`config.mk`:
```
export PLATFORM = sky130hd
export DESIGN_NAME = cpu_8bit_instruction_execute_unit
export DESIGN_NICKNAME = d
export VERILOG_FILES = /design/src/hw/rtl/ceu_pkg.sv /design/src/hw/rtl/ceu_exec.sv /design/src/hw/rtl/cpu_8bit_instruction_execute_unit.sv
export SDC_FILE = /design/constraint.sdc
export NUM_CORES = 1
export LEC_CHECK = 0
export BUFFER_PORTS_ARGS = -buffer_cell sky130_fd_sc_hd__buf_4
export CORE_AREA = 2 2 311 159
export CTS_BUF_LIST = sky130_fd_sc_hd__clkbuf_8
export DETAILED_ROUTE_END_ITERATION = 8
export DIE_AREA = 0 0 313 161
export GPL_TIMING_DRIVEN = 1
export PLACE_DENSITY = 0.53
export REMOVE_ABC_BUFFERS = 1
export SYNTH_ARGS = -nofsm -noshare
export SYNTH_HDL_FRONTEND = slang
export SYNTH_HIERARCHICAL = 1
export SYNTH_SLANG_ARGS = --single-unit
```
`constraint.sdc`:
```
create_clock -name clk -period 7.85 [get_ports clk]
set_input_delay 0.785 -clock clk [delete_from_list [all_inputs] [get_ports clk]]
set_output_delay 0.785 -clock clk [all_outputs]
set_load 0.02 [all_outputs]
```
`src/hw/rtl/ceu_pkg.sv`:
```
// shared types, constants and decode tables for the execute unit
// no dependencies
`timescale 1ns / 1ps
package ceu_pkg;

  typedef enum logic [1:0] {
    OP_EXEC = 2'd0, OP_NMI = 2'd1, OP_IRQ = 2'd2, OP_RESET = 2'd3
  } ev_op_t;

  typedef enum logic [1:0] {
    KIND_WRITE = 2'd0, KIND_DONE = 2'd1, KIND_UNIMPL = 2'd2
  } res_kind_t;

  typedef struct packed {
    logic [1:0]  op;
    logic [7:0]  opcode;
    logic [7:0]  operand;
    logic [15:0] address;
    logic [15:0] pc;
    logic [7:0]  pulled_first;
    logic [7:0]  pulled_second;
    logic [7:0]  pulled_third;
  } in_item_t;

  typedef struct packed {
    logic [1:0]  kind;
    logic [15:0] write_address;
    logic [7:0]  write_data;
    logic [15:0] next_pc;
    logic [3:0]  cycle_count;
    logic [7:0]  acc_out;
    logic [7:0]  x_out;
    logic [7:0]  y_out;
    logic [7:0]  status_out;
    logic [7:0]  sp_out;
    logic        last;
  } out_item_t;

  typedef struct packed {
    logic [7:0] a;
    logic [7:0] x;
    logic [7:0] y;
    logic [7:0] sp;
    logic [7:0] p;
  } regs_t;

  // one executed event: up to three writes and a completion
  typedef struct packed {
    logic [1:0]       nwr;
    logic [2:0][15:0] wr_addr;
    logic [2:0][7:0]  wr_data;
    logic [1:0]       kind;
    logic [15:0]      next_pc;
    logic [3:0]       cyc;
    regs_t            regs;
  } ev_res_t;

  localparam logic [7:0]  SP_RESET  = 8'hFD;
  localparam logic [7:0]  P_RESET   = 8'h24;
  localparam logic [7:0]  P_BRK     = 8'h30;
  localparam logic [7:0]  P_UNUSED  = 8'h20;
  localparam logic [7:0]  P_PULLMSK = 8'hCF;
  localparam logic [7:0]  STACK_HI  = 8'h01;
  localparam logic [7:0]  FL_C = 8'h01;
  localparam logic [7:0]  FL_Z = 8'h02;
  localparam logic [7:0]  FL_I = 8'h04;
  localparam logic [7:0]  FL_D = 8'h08;
  localparam logic [7:0]  FL_V = 8'h40;
  localparam logic [7:0]  FL_N = 8'h80;
  localparam logic [15:0] PAGE_MSK = 16'hFF00;
  localparam logic [7:0]  SIGN_BIT = 8'h80;

  // base cycle count per opcode, zero means unimplemented
  function automatic logic [3:0] cyc_lookup(input logic [7:0] opc);
    logic [3:0] c;
    c = 4'd0;
    case (opc)
      8'h00: c = 4'd7; 8'h01: c = 4'd6; 8'h05: c = 4'd3; 8'h06: c = 4'd5;
      8'h08: c = 4'd3; 8'h09: c = 4'd2; 8'h0A: c = 4'd2; 8'h0D: c = 4'd4;
      8'h0E: c = 4'd6;
      8'h10: c = 4'd2; 8'h11: c = 4'd5; 8'h15: c = 4'd4; 8'h16: c = 4'd6;
      8'h18: c = 4'd2; 8'h19: c = 4'd4; 8'h1D: c = 4'd4; 8'h1E: c = 4'd7;
      8'h20: c = 4'd6; 8'h21: c = 4'd6; 8'h24: c = 4'd3; 8'h25: c = 4'd3;
      8'h26: c = 4'd5; 8'h28: c = 4'd4; 8'h29: c = 4'd2; 8'h2A: c = 4'd2;
      8'h2C: c = 4'd4; 8'h2D: c = 4'd4; 8'h2E: c = 4'd6;
      8'h30: c = 4'd2; 8'h31: c = 4'd5; 8'h35: c = 4'd4; 8'h36: c = 4'd6;
      8'h38: c = 4'd2; 8'h39: c = 4'd4; 8'h3D: c = 4'd4; 8'h3E: c = 4'd7;
      8'h40: c = 4'd6; 8'h41: c = 4'd6; 8'h45: c = 4'd3; 8'h46: c = 4'd5;
      8'h48: c = 4'd3; 8'h49: c = 4'd2; 8'h4A: c = 4'd2; 8'h4C: c = 4'd3;
      8'h4D: c = 4'd4; 8'h4E: c = 4'd6;
      8'h50: c = 4'd2; 8'h51: c = 4'd5; 8'h55: c = 4'd4; 8'h56: c = 4'd6;
      8'h58: c = 4'd2; 8'h59: c = 4'd4; 8'h5D: c = 4'd4; 8'h5E: c = 4'd7;
      8'h60: c = 4'd6; 8'h61: c = 4'd6; 8'h65: c = 4'd3; 8'h66: c = 4'd5;
      8'h68: c = 4'd4; 8'h69: c = 4'd2; 8'h6A: c = 4'd2; 8'h6C: c = 4'd5;
      8'h6D: c = 4'd4; 8'h6E: c = 4'd6;
      8'h70: c = 4'd2; 8'h71: c = 4'd5; 8'h75: c = 4'd4; 8'h76: c = 4'd6;
      8'h78: c = 4'd2; 8'h79: c = 4'd4; 8'h7D: c = 4'd4; 8'h7E: c = 4'd7;
      8'h81: c = 4'd6; 8'h84: c = 4'd3; 8'h85: c = 4'd3; 8'h86: c = 4'd3;
      8'h88: c = 4'd2; 8'h8A: c = 4'd2; 8'h8C: c = 4'd4; 8'h8D: c = 4'd4;
      8'h8E: c = 4'd4;
      8'h90: c = 4'd2; 8'h91: c = 4'd6; 8'h94: c = 4'd4; 8'h95: c = 4'd4;
      8'h96: c = 4'd4; 8'h98: c = 4'd2; 8'h99: c = 4'd5; 8'h9A: c = 4'd2;
      8'h9D: c = 4'd5;
      8'hA0: c = 4'd2; 8'hA1: c = 4'd6; 8'hA2: c = 4'd2; 8'hA4: c = 4'd3;
      8'hA5: c = 4'd3; 8'hA6: c = 4'd3; 8'hA8: c = 4'd2; 8'hA9: c = 4'd2;
      8'hAA: c = 4'd2; 8'hAC: c = 4'd4; 8'hAD: c = 4'd4; 8'hAE: c = 4'd4;
      8'hB0: c = 4'd2; 8'hB1: c = 4'd5; 8'hB4: c = 4'd4; 8'hB5: c = 4'd4;
      8'hB6: c = 4'd4; 8'hB8: c = 4'd2; 8'hB9: c = 4'd4; 8'hBA: c = 4'd2;
      8'hBC: c = 4'd4; 8'hBD: c = 4'd4; 8'hBE: c = 4'd4;
      8'hC0: c = 4'd2; 8'hC1: c = 4'd6; 8'hC4: c = 4'd3; 8'hC5: c = 4'd3;
      8'hC6: c = 4'd5; 8'hC8: c = 4'd2; 8'hC9: c = 4'd2; 8'hCA: c = 4'd2;
      8'hCC: c = 4'd4; 8'hCD: c = 4'd4; 8'hCE: c = 4'd6;
      8'hD0: c = 4'd2; 8'hD1: c = 4'd5; 8'hD5: c = 4'd4; 8'hD6: c = 4'd6;
      8'hD8: c = 4'd2; 8'hD9: c = 4'd4; 8'hDD: c = 4'd4; 8'hDE: c = 4'd7;
      8'hE0: c = 4'd2; 8'hE1: c = 4'd6; 8'hE4: c = 4'd3; 8'hE5: c = 4'd3;
      8'hE6: c = 4'd5; 8'hE8: c = 4'd2; 8'hE9: c = 4'd2; 8'hEA: c = 4'd2;
      8'hEC: c = 4'd4; 8'hED: c = 4'd4; 8'hEE: c = 4'd6;
      8'hF0: c = 4'd2; 8'hF1: c = 4'd5; 8'hF5: c = 4'd4; 8'hF6: c = 4'd6;
      8'hF8: c = 4'd2; 8'hF9: c = 4'd4; 8'hFD: c = 4'd4; 8'hFE: c = 4'd7;
      default: c = 4'd0;
    endcase
    return c;
  endfunction

endpackage

```
`src/hw/rtl/ceu_exec.sv`:
```
// combinational execute of one event against the register file
// depends on ceu_pkg
`timescale 1ns / 1ps
module ceu_exec import ceu_pkg::*; (
  input  in_item_t ev,
  input  regs_t    cur,
  output ev_res_t  res
);

  logic [7:0]  a, x, y, sp, p, v, opc, sh_r, sel_flag;
  logic [8:0]  sum, cmp_d;
  logic [15:0] npc, ret, tgt, off;
  logic [3:0]  cyc;
  logic [1:0]  nwr;
  logic [2:0][15:0] wa;
  logic [2:0][7:0]  wd;
  logic        c_in, flag, do_cmp, do_add, push1;
  logic [7:0]  cmp_r, add_v;

  // nz flag update helper
  function automatic logic [7:0] set_nz(input logic [7:0] pf, input logic [7:0] r);
    logic [7:0] q;
    q = pf & ~(FL_N | FL_Z);
    if (r == 8'd0) q = q | FL_Z;
    if (r[7]) q = q | FL_N;
    return q;
  endfunction

  always_comb begin
    a = cur.a; x = cur.x; y = cur.y; sp = cur.sp; p = cur.p;
    v = ev.operand; opc = ev.opcode;
    c_in = cur.p[0];
    npc = ev.pc; cyc = cyc_lookup(opc);
    nwr = 2'd0; wa = '0; wd = '0;
    ret = 16'd0; tgt = 16'd0; off = 16'd0; sum = 9'd0; cmp_d = 9'd0;
    sh_r = 8'd0; sel_flag = 8'd0; flag = 1'b0;
    do_cmp = 1'b0; do_add = 1'b0; cmp_r = 8'd0; add_v = 8'd0; push1 = 1'b0;
    res.kind = KIND_DONE;
    unique case (ev.op)
      OP_RESET: begin
        a = 8'd0; x = 8'd0; y = 8'd0; sp = SP_RESET; p = P_RESET;
        npc = ev.address; cyc = 4'd8;
      end
      OP_NMI, OP_IRQ: begin
        if (ev.op == OP_IRQ && (cur.p & FL_I) != 8'd0) begin
          cyc = 4'd0;
        end else begin
          nwr = 2'd3;
          wa[0] = {STACK_HI, cur.sp};
          wd[0] = ev.pc[15:8];
          wa[1] = {STACK_HI, cur.sp - 8'd1};
          wd[1] = ev.pc[7:0];
          wa[2] = {STACK_HI, cur.sp - 8'd2};
          wd[2] = cur.p | P_UNUSED;
          sp = cur.sp - 8'd3; p = cur.p | FL_I;
          npc = ev.address;
          cyc = (ev.op == OP_NMI) ? 4'd8 : 4'd7;
        end
      end
      default: begin
        if (cyc == 4'd0) begin
          res.kind = KIND_UNIMPL; cyc = 4'd2;
        end else if (opc[1:0] == 2'b01) begin
          // group one alu
          case (opc[7:5])
            3'd0: begin a = cur.a | v; p = set_nz(p, a); end
            3'd1: begin a = cur.a & v; p = set_nz(p, a); end
            3'd2: begin a = cur.a ^ v; p = set_nz(p, a); end
            3'd3: begin do_add = 1'b1; add_v = v; end
            3'd4: begin nwr = 2'd1; wa[0] = ev.address; wd[0] = cur.a; end
            3'd5: begin a = v; p = set_nz(p, a); end
            3'd6: begin do_cmp = 1'b1; cmp_r = cur.a; end
            default: begin do_add = 1'b1; add_v = ~v; end
          endcase
        end else if (opc[4:0] == 5'h10) begin
          // conditional branch
          case (opc[7:6])
            2'd0: sel_flag = FL_N;
            2'd1: sel_flag = FL_V;
            2'd2: sel_flag = FL_C;
            default: sel_flag = FL_Z;
          endcase
          flag = (cur.p & sel_flag) != 8'd0;
          if (flag == opc[5]) begin
            off = {{8{v[7]}}, v};
            tgt = ev.pc + off;
            cyc = cyc + 4'd1;
            if ((tgt & PAGE_MSK) != (ev.pc & PAGE_MSK)) cyc = cyc + 4'd1;
            npc = tgt;
          end
        end else begin
          case (opc)
            8'h0A, 8'h2A, 8'h4A, 8'h6A,
            8'h06, 8'h16, 8'h0E, 8'h1E, 8'h26, 8'h36, 8'h2E, 8'h3E,
            8'h46, 8'h56, 8'h4E, 8'h5E, 8'h66, 8'h76, 8'h6E, 8'h7E: begin
              sh_r = (opc[3:0] == 4'hA) ? cur.a : v;
              case (opc[6:5])
                2'd0: begin p[0] = sh_r[7]; sh_r = {sh_r[6:0], 1'b0}; end
                2'd1: begin p[0] = sh_r[7]; sh_r = {sh_r[6:0], c_in}; end
                2'd2: begin p[0] = sh_r[0]; sh_r = {1'b0, sh_r[7:1]}; end
                default: begin p[0] = sh_r[0]; sh_r = {c_in, sh_r[7:1]}; end
              endcase
              p = set_nz(p, sh_r);
              if (opc[3:0] == 4'hA) a = sh_r;
              else begin nwr = 2'd1; wa[0] = ev.address; wd[0] = sh_r; end
            end
            8'hC6, 8'hD6, 8'hCE, 8'hDE: begin
              nwr = 2'd1; wa[0] = ev.address; wd[0] = v - 8'd1; p = set_nz(p, wd[0]);
            end
            8'hE6, 8'hF6, 8'hEE, 8'hFE: begin
              nwr = 2'd1; wa[0] = ev.address; wd[0] = v + 8'd1; p = set_nz(p, wd[0]);
            end
            8'h24, 8'h2C: begin
              p = (cur.p & ~(FL_Z | FL_V | FL_N)) | (v & (FL_V | FL_N));
              if ((cur.a & v) == 8'd0) p = p | FL_Z;
            end
            8'hE0, 8'hE4, 8'hEC: begin do_cmp = 1'b1; cmp_r = cur.x; end
            8'hC0, 8'hC4, 8'hCC: begin do_cmp = 1'b1; cmp_r = cur.y; end
            8'hA2, 8'hA6, 8'hB6, 8'hAE, 8'hBE: begin x = v; p = set_nz(p, x); end
            8'hA0, 8'hA4, 8'hB4, 8'hAC, 8'hBC: begin y = v; p = set_nz(p, y); end
            8'h86, 8'h96, 8'h8E: begin nwr = 2'd1; wa[0] = ev.address; wd[0] = cur.x; end
            8'h84, 8'h94, 8'h8C: begin nwr = 2'd1; wa[0] = ev.address; wd[0] = cur.y; end
            8'h00: begin
              ret = ev.pc + 16'd1;
              nwr = 2'd3;
              wa[0] = {STACK_HI, cur.sp};        wd[0] = ret[15:8];
              wa[1] = {STACK_HI, cur.sp - 8'd1}; wd[1] = ret[7:0];
              wa[2] = {STACK_HI, cur.sp - 8'd2}; wd[2] = cur.p | P_BRK;
              sp = cur.sp - 8'd3; p = cur.p | FL_I; npc = ev.address;
            end
            8'h20: begin
              ret = ev.pc - 16'd1;
              nwr = 2'd2;
              wa[0] = {STACK_HI, cur.sp};        wd[0] = ret[15:8];
              wa[1] = {STACK_HI, cur.sp - 8'd1}; wd[1] = ret[7:0];
              sp = cur.sp - 8'd2; npc = ev.address;
            end
            8'h4C, 8'h6C: npc = ev.address;
            8'h40: begin
              p = ev.pulled_first & P_PULLMSK;
              npc = {ev.pulled_third, ev.pulled_second};
              sp = cur.sp + 8'd3;
            end
            8'h60: begin
              npc = {ev.pulled_second, ev.pulled_first} + 16'd1;
              sp = cur.sp + 8'd2;
            end
            8'h48: begin push1 = 1'b1; wd[0] = cur.a; end
            8'h08: begin push1 = 1'b1; wd[0] = cur.p | P_BRK; end
            8'h68: begin sp = cur.sp + 8'd1; a = ev.pulled_first; p = set_nz(p, a); end
            8'h28: begin sp = cur.sp + 8'd1; p = ev.pulled_first & P_PULLMSK; end
            8'h18: p = cur.p & ~FL_C;
            8'h38: p = cur.p | FL_C;
            8'h58: p = cur.p & ~FL_I;
            8'h78: p = cur.p | FL_I;
            8'hB8: p = cur.p & ~FL_V;
            8'hD8: p = cur.p & ~FL_D;
            8'hF8: p = cur.p | FL_D;
            8'hCA: begin x = cur.x - 8'd1; p = set_nz(p, x); end
            8'h88: begin y = cur.y - 8'd1; p = set_nz(p, y); end
            8'hE8: begin x = cur.x + 8'd1; p = set_nz(p, x); end
            8'hC8: begin y = cur.y + 8'd1; p = set_nz(p, y); end
            8'hAA: begin x = cur.a; p = set_nz(p, x); end
            8'hA8: begin y = cur.a; p = set_nz(p, y); end
            8'hBA: begin x = cur.sp; p = set_nz(p, x); end
            8'h8A: begin a = cur.x; p = set_nz(p, a); end
            8'h9A: sp = cur.x;
            8'h98: begin a = cur.y; p = set_nz(p, a); end
            default: ;
          endcase
        end
        // single stack push
        if (push1) begin
          nwr = 2'd1; wa[0] = {STACK_HI, cur.sp}; sp = cur.sp - 8'd1;
        end
        // add with carry, subtract via inverted operand
        if (do_add) begin
          sum = {1'b0, cur.a} + {1'b0, add_v} + {8'd0, c_in};
          p[0] = sum[8];
          p[6] = ~(cur.a[7] ^ add_v[7]) & (cur.a[7] ^ sum[7]);
          a = sum[7:0];
          p = set_nz(p, a);
        end
        // compare
        if (do_cmp) begin
          cmp_d = {1'b0, cmp_r} - {1'b0, v};
          p[0] = ~cmp_d[8];
          p = set_nz(p, cmp_d[7:0]);
        end
      end
    endcase
    res.nwr = nwr; res.wr_addr = wa; res.wr_data = wd;
    res.next_pc = npc; res.cyc = cyc;
    res.regs = '{a: a, x: x, y: y, sp: sp, p: p};
  end

endmodule

```
`src/hw/rtl/cpu_8bit_instruction_execute_unit.sv`:
```
// execute unit: one event per input transfer, results drained from a registered buffer
// first result offered in the cycle after the input transfer; an event emits 1 to 4 results
// throughput: one result per cycle while out_stall is low; a new event is taken only when
//   the buffer is empty or the final result of the buffered event leaves
// reset: A, X, Y cleared, SP 0xFD, P 0x24, output buffer empty
`timescale 1ns / 1ps
module cpu_8bit_instruction_execute_unit import ceu_pkg::*; (
  input  logic      clk,
  input  logic      rst_n,
  input  logic      in_valid,
  output logic      in_stall,
  input  in_item_t  in_data,
  output logic      out_valid,
  input  logic      out_stall,
  output out_item_t out_data
);

  regs_t   regs_r, regs_nxt;
  ev_res_t buf_r, buf_nxt, ex_res;
  logic    busy_r, busy_nxt;
  logic [1:0] idx_r, idx_nxt;
  logic    in_xfer, out_xfer, is_last;

  ceu_exec u_exec (.ev(in_data), .cur(regs_r), .res(ex_res));

  // result selection from buffer
  assign is_last = (idx_r == buf_r.nwr);
  always_comb begin
    out_data = '0;
    if (is_last) begin
      out_data.kind = buf_r.kind;
      out_data.next_pc = buf_r.next_pc;
      out_data.cycle_count = buf_r.cyc;
      out_data.acc_out = buf_r.regs.a;
      out_data.x_out = buf_r.regs.x;
      out_data.y_out = buf_r.regs.y;
      out_data.status_out = buf_r.regs.p;
      out_data.sp_out = buf_r.regs.sp;
      out_data.last = 1'b1;
    end else begin
      out_data.kind = KIND_WRITE;
      out_data.write_address = buf_r.wr_addr[idx_r];
      out_data.write_data = buf_r.wr_data[idx_r];
    end
  end

  assign out_valid = busy_r;
  assign out_xfer = busy_r && !out_stall;
  // accept when buffer empty or its final result leaves now
  assign in_stall = busy_r && !(out_xfer && is_last);
  assign in_xfer = in_valid && !in_stall;

  // buffer and register file control
  always_comb begin
    busy_nxt = busy_r; idx_nxt = idx_r; buf_nxt = buf_r; regs_nxt = regs_r;
    if (out_xfer) begin
      if (is_last) busy_nxt = 1'b0;
      else idx_nxt = idx_r + 2'd1;
    end
    if (in_xfer) begin
      busy_nxt = 1'b1; idx_nxt = 2'd0; buf_nxt = ex_res; regs_nxt = ex_res.regs;
    end
  end

  always_ff @(posedge clk) begin
    if (!rst_n) begin
      busy_r <= 1'b0; idx_r <= 2'd0;
      regs_r <= '{a: 8'd0, x: 8'd0, y: 8'd0, sp: SP_RESET, p: P_RESET};
    end else begin
      busy_r <= busy_nxt; idx_r <= idx_nxt; regs_r <= regs_nxt;
    end
    buf_r <= buf_nxt;
  end

endmodule

```
==> results.md, run 1 <==
- CTS max path bufs: 2
- DP Worst Slack: just over 900 ps
- Unrepaired setup endpoints after global routing: false
- Largest net degree at the start of global routing: between 90 and 100
- First drt pass iteration count: 8
- Grt ovf: 0
- Required time at the worst-slack endpoint: about 8300 ps
- Post-Synthesis Cells: between 2000 and 2500
- Hold Crit Class: input port to register
- Initial antenna violation count: 5
- Slew margin rel.: 0.0229
- Post-synth top area share: 0.228
- Clock buffer count from CTS: 17
- Hold Violations, Final: 0
- First-pass GRT wire length: about 130000 µm
- Antenna viol nets, final: 0
- Met1 Track Usage GR: 0.575
- Post-CTS repair timing setup buffer count: 0
- Post-synth EDFFs: ~140
- GP Congestion: between 1 and 1.5
- Non-Filler Instances: ~2900
- Post-CTS Hold Buffers: 0
- Critical path endpoint category: register
- Setup total negative slack: 0 ps
- Synthesized area: about 18000 µm²
- I/O Buffers: roughly 170
- Dpl cell area: 19700 µm²
- Crit Path Category: input port to register
- Status: finished, violations left
- Most frequent cells in the layout: buf_4, nor2_1, nand2_1, o21ai_0, edfxtp_1
- Layout cells sized above 1: 0.141
- Ranking of synthesized cells by area: edfxtp_1, ha_1, dfxtp_1, mux2i_1, nor2_1
- Slew Viols, Final: 0
- Vias in the first global route: approximately 17000
- Crit path launch type: input port
- Fmax: roughly 150 MHz
- Core area: around 48000 µm²
- Crit path DAT: around 7000 ps
- H-tree depth: 4
- Ys flop type: edfxtp_1
- Yosys warnings: 6
- Most common cell after layout, fill and taps aside: buf_4
- Final wirelength: 91200 µm
- Final HPWL DP: about 69000 µm
- Area Overhead vs Synth: 12.2%
- Area leader, netlist: edfxtp_1
- Global-route usage over all layers: 0.352
- Asr flop ratio synth: 0
- Clock Sink Count: 179
- Setup WS post-layout: 1200 ps
- Initial Utilization: 0.375
- Final #Nets: ~2500
- CTS clk-pin slew, worst paths: about 130 ps
- Critical Path Fanout Max: 13
- CTS tree: yes
- Finish-stage setup viols: 0
- Die Area: between 50000 and 60000 µm²
- Cells after DPL: roughly 2900
- Cell row count: 57
- Failing checks: max-capacitance violations
- Finished Cell Area: slightly above 20000 µm²
- Ports: 167
- Syn_area_per_cell: roughly 8.0 µm²
- Met2 usage: 0.424
- Max_cap viols: 1
- Peak VDD IR: ~0.00011 V
- Initial drt markers: between 3000 and 4000
- GR peak layer: met1
- Vias/cell: ~6.6
- Seq/Total Area, Yosys: 0.276
- Chip height: about 160 µm
- Die Width: roughly 310 µm
- Power per cell area: ~140 nW/µm²
- Clk Latency, worst-skew pair: 540 ps
- Avg WL per Cell: 30.9 µm
- Final Cycle Share: 0.847
- Min cycle time layout: approximately 6700 ps
- DRC violations left: 0
- Vias: just under 20000
- Routing usage on met3: 0.129
- CTS root buf: clkbuf_8
- Leak: slightly below 8 nW
- Synth cell types: 100
- Post-cts resize count: 0
- Inserted Diodes: 0
- Flops & latches, synth: about 180
- Worst-margin pin slew: 1430 ps
- Max Clock Skew: approximately 44 ps
==> state kept, by name, indices dropped and copies added (netlist names) <==
| signal | cells |
|---|---|
| idx_r | 2 |
| out_valid | 1 |
| buf_r | 136 |
| regs_r | 40 |
==> cell usage after synthesis (all sizes together) (8+ instances only) <==
master,instances
nor2,206
nand2,200
o21ai,161
edfxtp,136
clkbuf,135
a21oi,134
and3,87
mux2i,85
ha,84
inv,71
buf,70
xnor2,69
nand3,64
nor3,59
nor2b,53
dfxtp,43
a22oi,41
a31oi,38
xor2,38
nor4,32
o22ai,31
a222oi,28
a221oi,27
or3,26
a21o,21
o211ai,21
a22o,18
a211oi,17
o221ai,17
a221o,16
and2,14
nand4,14
nand2b,13
o31ai,10
mux2,9
o2bb2ai,8
==> power breakdown <==
part / internal [mW] / switching [mW]
Sequential: 1.11 / 0.0328
Combinational: 0.327 / 0.684
Clock: 0.253 / 0.479
Total: 1.69 / 1.20
==> worst max-delay path: stages <==
cell and delay (ps):
buf_4 120, inv_1 110, ha_1 390, nor2_1 320, a211oi_1 120, a31oi_1 220
o21ai_0 90, o21ai_0 220, a22oi_1 220, inv_1 100, ha_1 420, a211o_1 450
nor2_1 120, fa_1 440, fa_1 440, a21o_1 190, a21oi_1 210, xnor2_1 110
or4_1 520, or3_1 430, o41ai_1 450, a21oi_1 80, o31ai_1 320, mux2i_1 120
nor2b_1 130
==> per-layer routing <==
metal / share of wire / vias to the layer above
met1: 0.49 / 9586
met5: 0.00014 / -
met2: 0.35 / 1357
met3: 0.15 / 91
li1: - / 8433
met4: 0.013 / 2
==> area by class of cell <==
type | count | area [µm²]
Tap cell | 649 | 812
Clock buffer | 17 | 234
Inverter | 72 | 275
Sequential cell | 179 | 4950
Fill cell | 4878 | 27700
Multi-Input combinational cell | 1785 | 11900
Clock inverter | 15 | 208
Timing Repair Buffer | 232 | 1740
==> worst paths after layout <==
| path | to | cells past startpoint | startpoint | slack (ps) |
|---|---|---|---|---|
| setup reg to reg | regs_r[1]$_SDFFE_PN0P_ | 13 | regs_r[32]$_SDFFE_PN0P_ | 3800 |
| hold / removal | out_valid$_SDFFE_PN0P_ | 2 | in_valid | 510 |
| hold reg to reg | regs_r[5]$_SDFFE_PN1P_ | 2 | regs_r[5]$_SDFFE_PN1P_ | 560 |
| setup / recovery | regs_r[1]$_SDFFE_PN0P_ | 25 | in_data[65] | 1200 |
==> metrics by stage <==
| stage | util | power (mW) | hold slack (ps) |
|---|---|---|---|
| CTS | 0.420 | 2.87 | 475 |
| floorplan | - | 1.69 | 468 |
| global placement | 0.411 | 2.14 | 490 |
| global route | 0.420 | 3.00 | 516 |
| finish | 0.420 | 2.88 | 514 |
| detailed placement | 0.411 | 2.14 | 516 |
==> logic make-up (layout without fill, tap and decap cells) <==
logic type / after synthesis / count (layout) / synth area share
flip-flops: 179 / 179 / 0.276
adder cells (fa/ha/maj): 88 / 88 / 0.0631
AO/OA/AOI/OAI: 665 / 665 / 0.256
buffers and inverters: 277 / 336 / 0.0665
XOR/XNOR: 109 / 109 / 0.0553
multiplexers: 96 / 96 / 0.0556
other: 1 / 14 / 0.000209
AND/OR/NAND/NOR: 813 / 813 / 0.227
No activity file was read; power rests on OpenSTA's default activity.
==> run 2: changes to the inputs <==
--- a/config.mk
+++ b/config.mk
@@ -11,7 +11,7 @@
 export DETAILED_ROUTE_END_ITERATION = 8
 export DIE_AREA = 0 0 313 161
 export GPL_TIMING_DRIVEN = 1
-export PLACE_DENSITY = 0.53
+export PLACE_DENSITY = 0.55
 export REMOVE_ABC_BUFFERS = 1
 export SYNTH_ARGS = -nofsm -noshare
 export SYNTH_HDL_FRONTEND = slang
==> constraint.sdc (replaced) <==
create_clock -name clk -period 5.47 [get_ports clk]
set_input_delay 0.547 -clock clk [delete_from_list [all_inputs] [get_ports clk]]
set_output_delay 0.547 -clock clk [all_outputs]
set_load 0.02 [all_outputs]
==> results.md, run 2 (synthesized netlist as in run 1, its figures left out) <==
- Status: finished, violations left
- Failing checks: design-rule violations, max-capacitance violations
- Critical Path Fanout Max: 7
- Required time at the worst-slack endpoint: around 5900 ps
- DP Worst Slack: -473 ps
- Clock buffer count from CTS: 17
- Worst-margin pin slew: ~1500 ps
- Peak VDD IR: between 0.0001 and 0.00015 V
- FF-to-FF Start: regs_r[17]$_SDFFE_PN0P_
- Die Area: slightly above 50000 µm²
- DRC violations left: 29
- Ports: 167
- Max_cap viols: 1
- Core area: around 48000 µm²
- Slew Viols, Final: 0
- Biggest register: buf_r
- Hold Crit Class: input port to register
- Most frequent cells in the layout: buf_4, nor2_1, nand2_1, o21ai_0, edfxtp_1
- Final wirelength: 93400 µm
- Initial drt markers: between 3000 and 4000
- Max reg flops: 136
- Final Cycle Share: 0.963
- Setup WS post-layout: slightly above 200 ps
- Min cycle time layout: 5270 ps
- Finish-stage setup viols: 0
- Crit path launch type: input port
- Initial antenna violation count: 4
- H-tree depth: 4
- CTS root buf: clkbuf_8
- Initial Utilization: 0.375
- Crit Path Category: input port to register
- Largest regs: buf_r (136), regs_r (40), idx_r (2)
- Max Clock Skew: around 28 ps
- Power per cell area: between 200 and 250 nW/µm²
- Cells after DPL: 3017
- Cell row count: 57
- Die Width: about 310 µm
- Crit path DAT: 5730 ps
- Global-route usage over all layers: 0.360
- Post-CTS Hold Buffers: 0
- First drt pass iteration count: 9
- Grt ovf: 0
- Largest net degree at the start of global routing: 80
- Final #Nets: 2553
- Slew margin rel.: 0.0100
- Chip height: 161 µm
- CTS max path bufs: 2
- Final HPWL DP: around 72000 µm
- Hold Path Origin: in_valid
- First-pass GRT wire length: about 130000 µm
- Avg WL per Cell: 30.6 µm
- Reg2Reg Setup Slack: roughly 1400 ps
- CTS clk-pin slew, worst paths: 130 ps
- I/O Buffers: between 150 and 200
- Antenna viol nets, final: 0
- Total power draw: 4.18 mW
- Area Overhead vs Synth: 16.4%
- CTS tree: yes
- Dpl cell area: slightly above 20000 µm²
- GP Congestion: between 1 and 1.5
- Vias in the first global route: about 18000
- Most common cell after layout, fill and taps aside: buf_4
- Non-Filler Instances: between 3000 and 4000
- Layout cells sized above 1: 0.178
- Leak: roughly 8.4 nW
- Vias: between 15000 and 20000
- Vias/cell: around 6.5
- Crit path from: in_data[65]
- Hold Violations, Final: 0
- Clock Sink Count: between 150 and 200
- Clk Latency, worst-skew pair: 530 ps
- Finished Cell Area: between 20000 and 25000 µm²
- Fmax: between 150 and 200 MHz
- Critical path endpoint category: register
## run 2: cell types whose count changed in the layout (fill, tap and decap cells not counted), moves of 3 or more
cell	before	now
buf_4	232	331
inv_6	1	6
diode_2	0	4
clkinv_4	4	1
## run 2: critical path, stage by stage
cell and delay [ps]:
buf_4 130, inv_1 100, ha_1 210, nand2b_1 150, nor2_1 60, nor3_1 210
o32ai_1 110, a21oi_1 280, a311oi_2 100, inv_1 100, ha_2 250, a211o_4 200
nor2_1 80, fa_1 450, fa_1 440, a21o_1 210, a21oi_1 230, xnor2_1 130
or4_1 460, or3_1 420, o41ai_1 260, a21oi_1 70, o31ai_1 270, mux2i_1 130
nor2b_1 130
## run 2: layout make-up
cell class	instances	area [µm²]
multi-input combinational	1785	11900
timing repair buffer	332	2500
sequential	179	4950
clock inverter	15	183
antenna	4	10.0
tap	649	812
fill	4871	27000
clock buffer	17	234
inverter	72	275
## run 2: final timing paths
path,to,cells after the start
max reg2reg,regs_r[0]$_SDFFE_PN0P_,19
min,out_valid$_SDFFE_PN0P_,2
min reg2reg,regs_r[5]$_SDFFE_PN1P_,2
max,regs_r[1]$_SDFFE_PN0P_,25
## run 2: layer usage
| metal | wire, µm | vias to the layer above | part of all wire | global-route usage |
|---|---|---|---|---|
| li1 | - | 8633 | - | - |
| met1 | 44400 | 9783 | 0.48 | 0.568 |
| met2 | 32800 | 1375 | 0.35 | 0.429 |
| met3 | 14900 | 102 | 0.16 | 0.165 |
| met4 | 1260 | 2 | 0.014 | 0.0561 |
| met5 | 80 | - | 0.00086 | 0.0123 |
## run 2: what timing repair did
item	CTS	global route
resized for setup	0	4
buffers inserted	0	0
endpoints found under the setup margin	0	8
hold endpoints to repair	0	0
## run 2: stage by stage
| stage | TNS, ps | util | hold slack [ps] |
|---|---|---|---|
| 2_1_floorplan | -229710 | - | 468 |
| 3_3_place_gp | -1630 | 0.427 | 487 |
| 3_5_place_dp | -1720 | 0.427 | 499 |
| 4_1_cts | 0 | 0.436 | 231 |
| 5_1_grt | -10.3 | 0.436 | 232 |
| 6_report | 0 | 0.436 | 269 |
## run 2: power breakdown
group          internal, mW  leakage [nW]  total (mW)  switching [mW]
clock                 0.352         0.208        1.02           0.668
combinational         0.512          6.48        1.52            1.01
sequential             1.59          1.70        1.63          0.0459
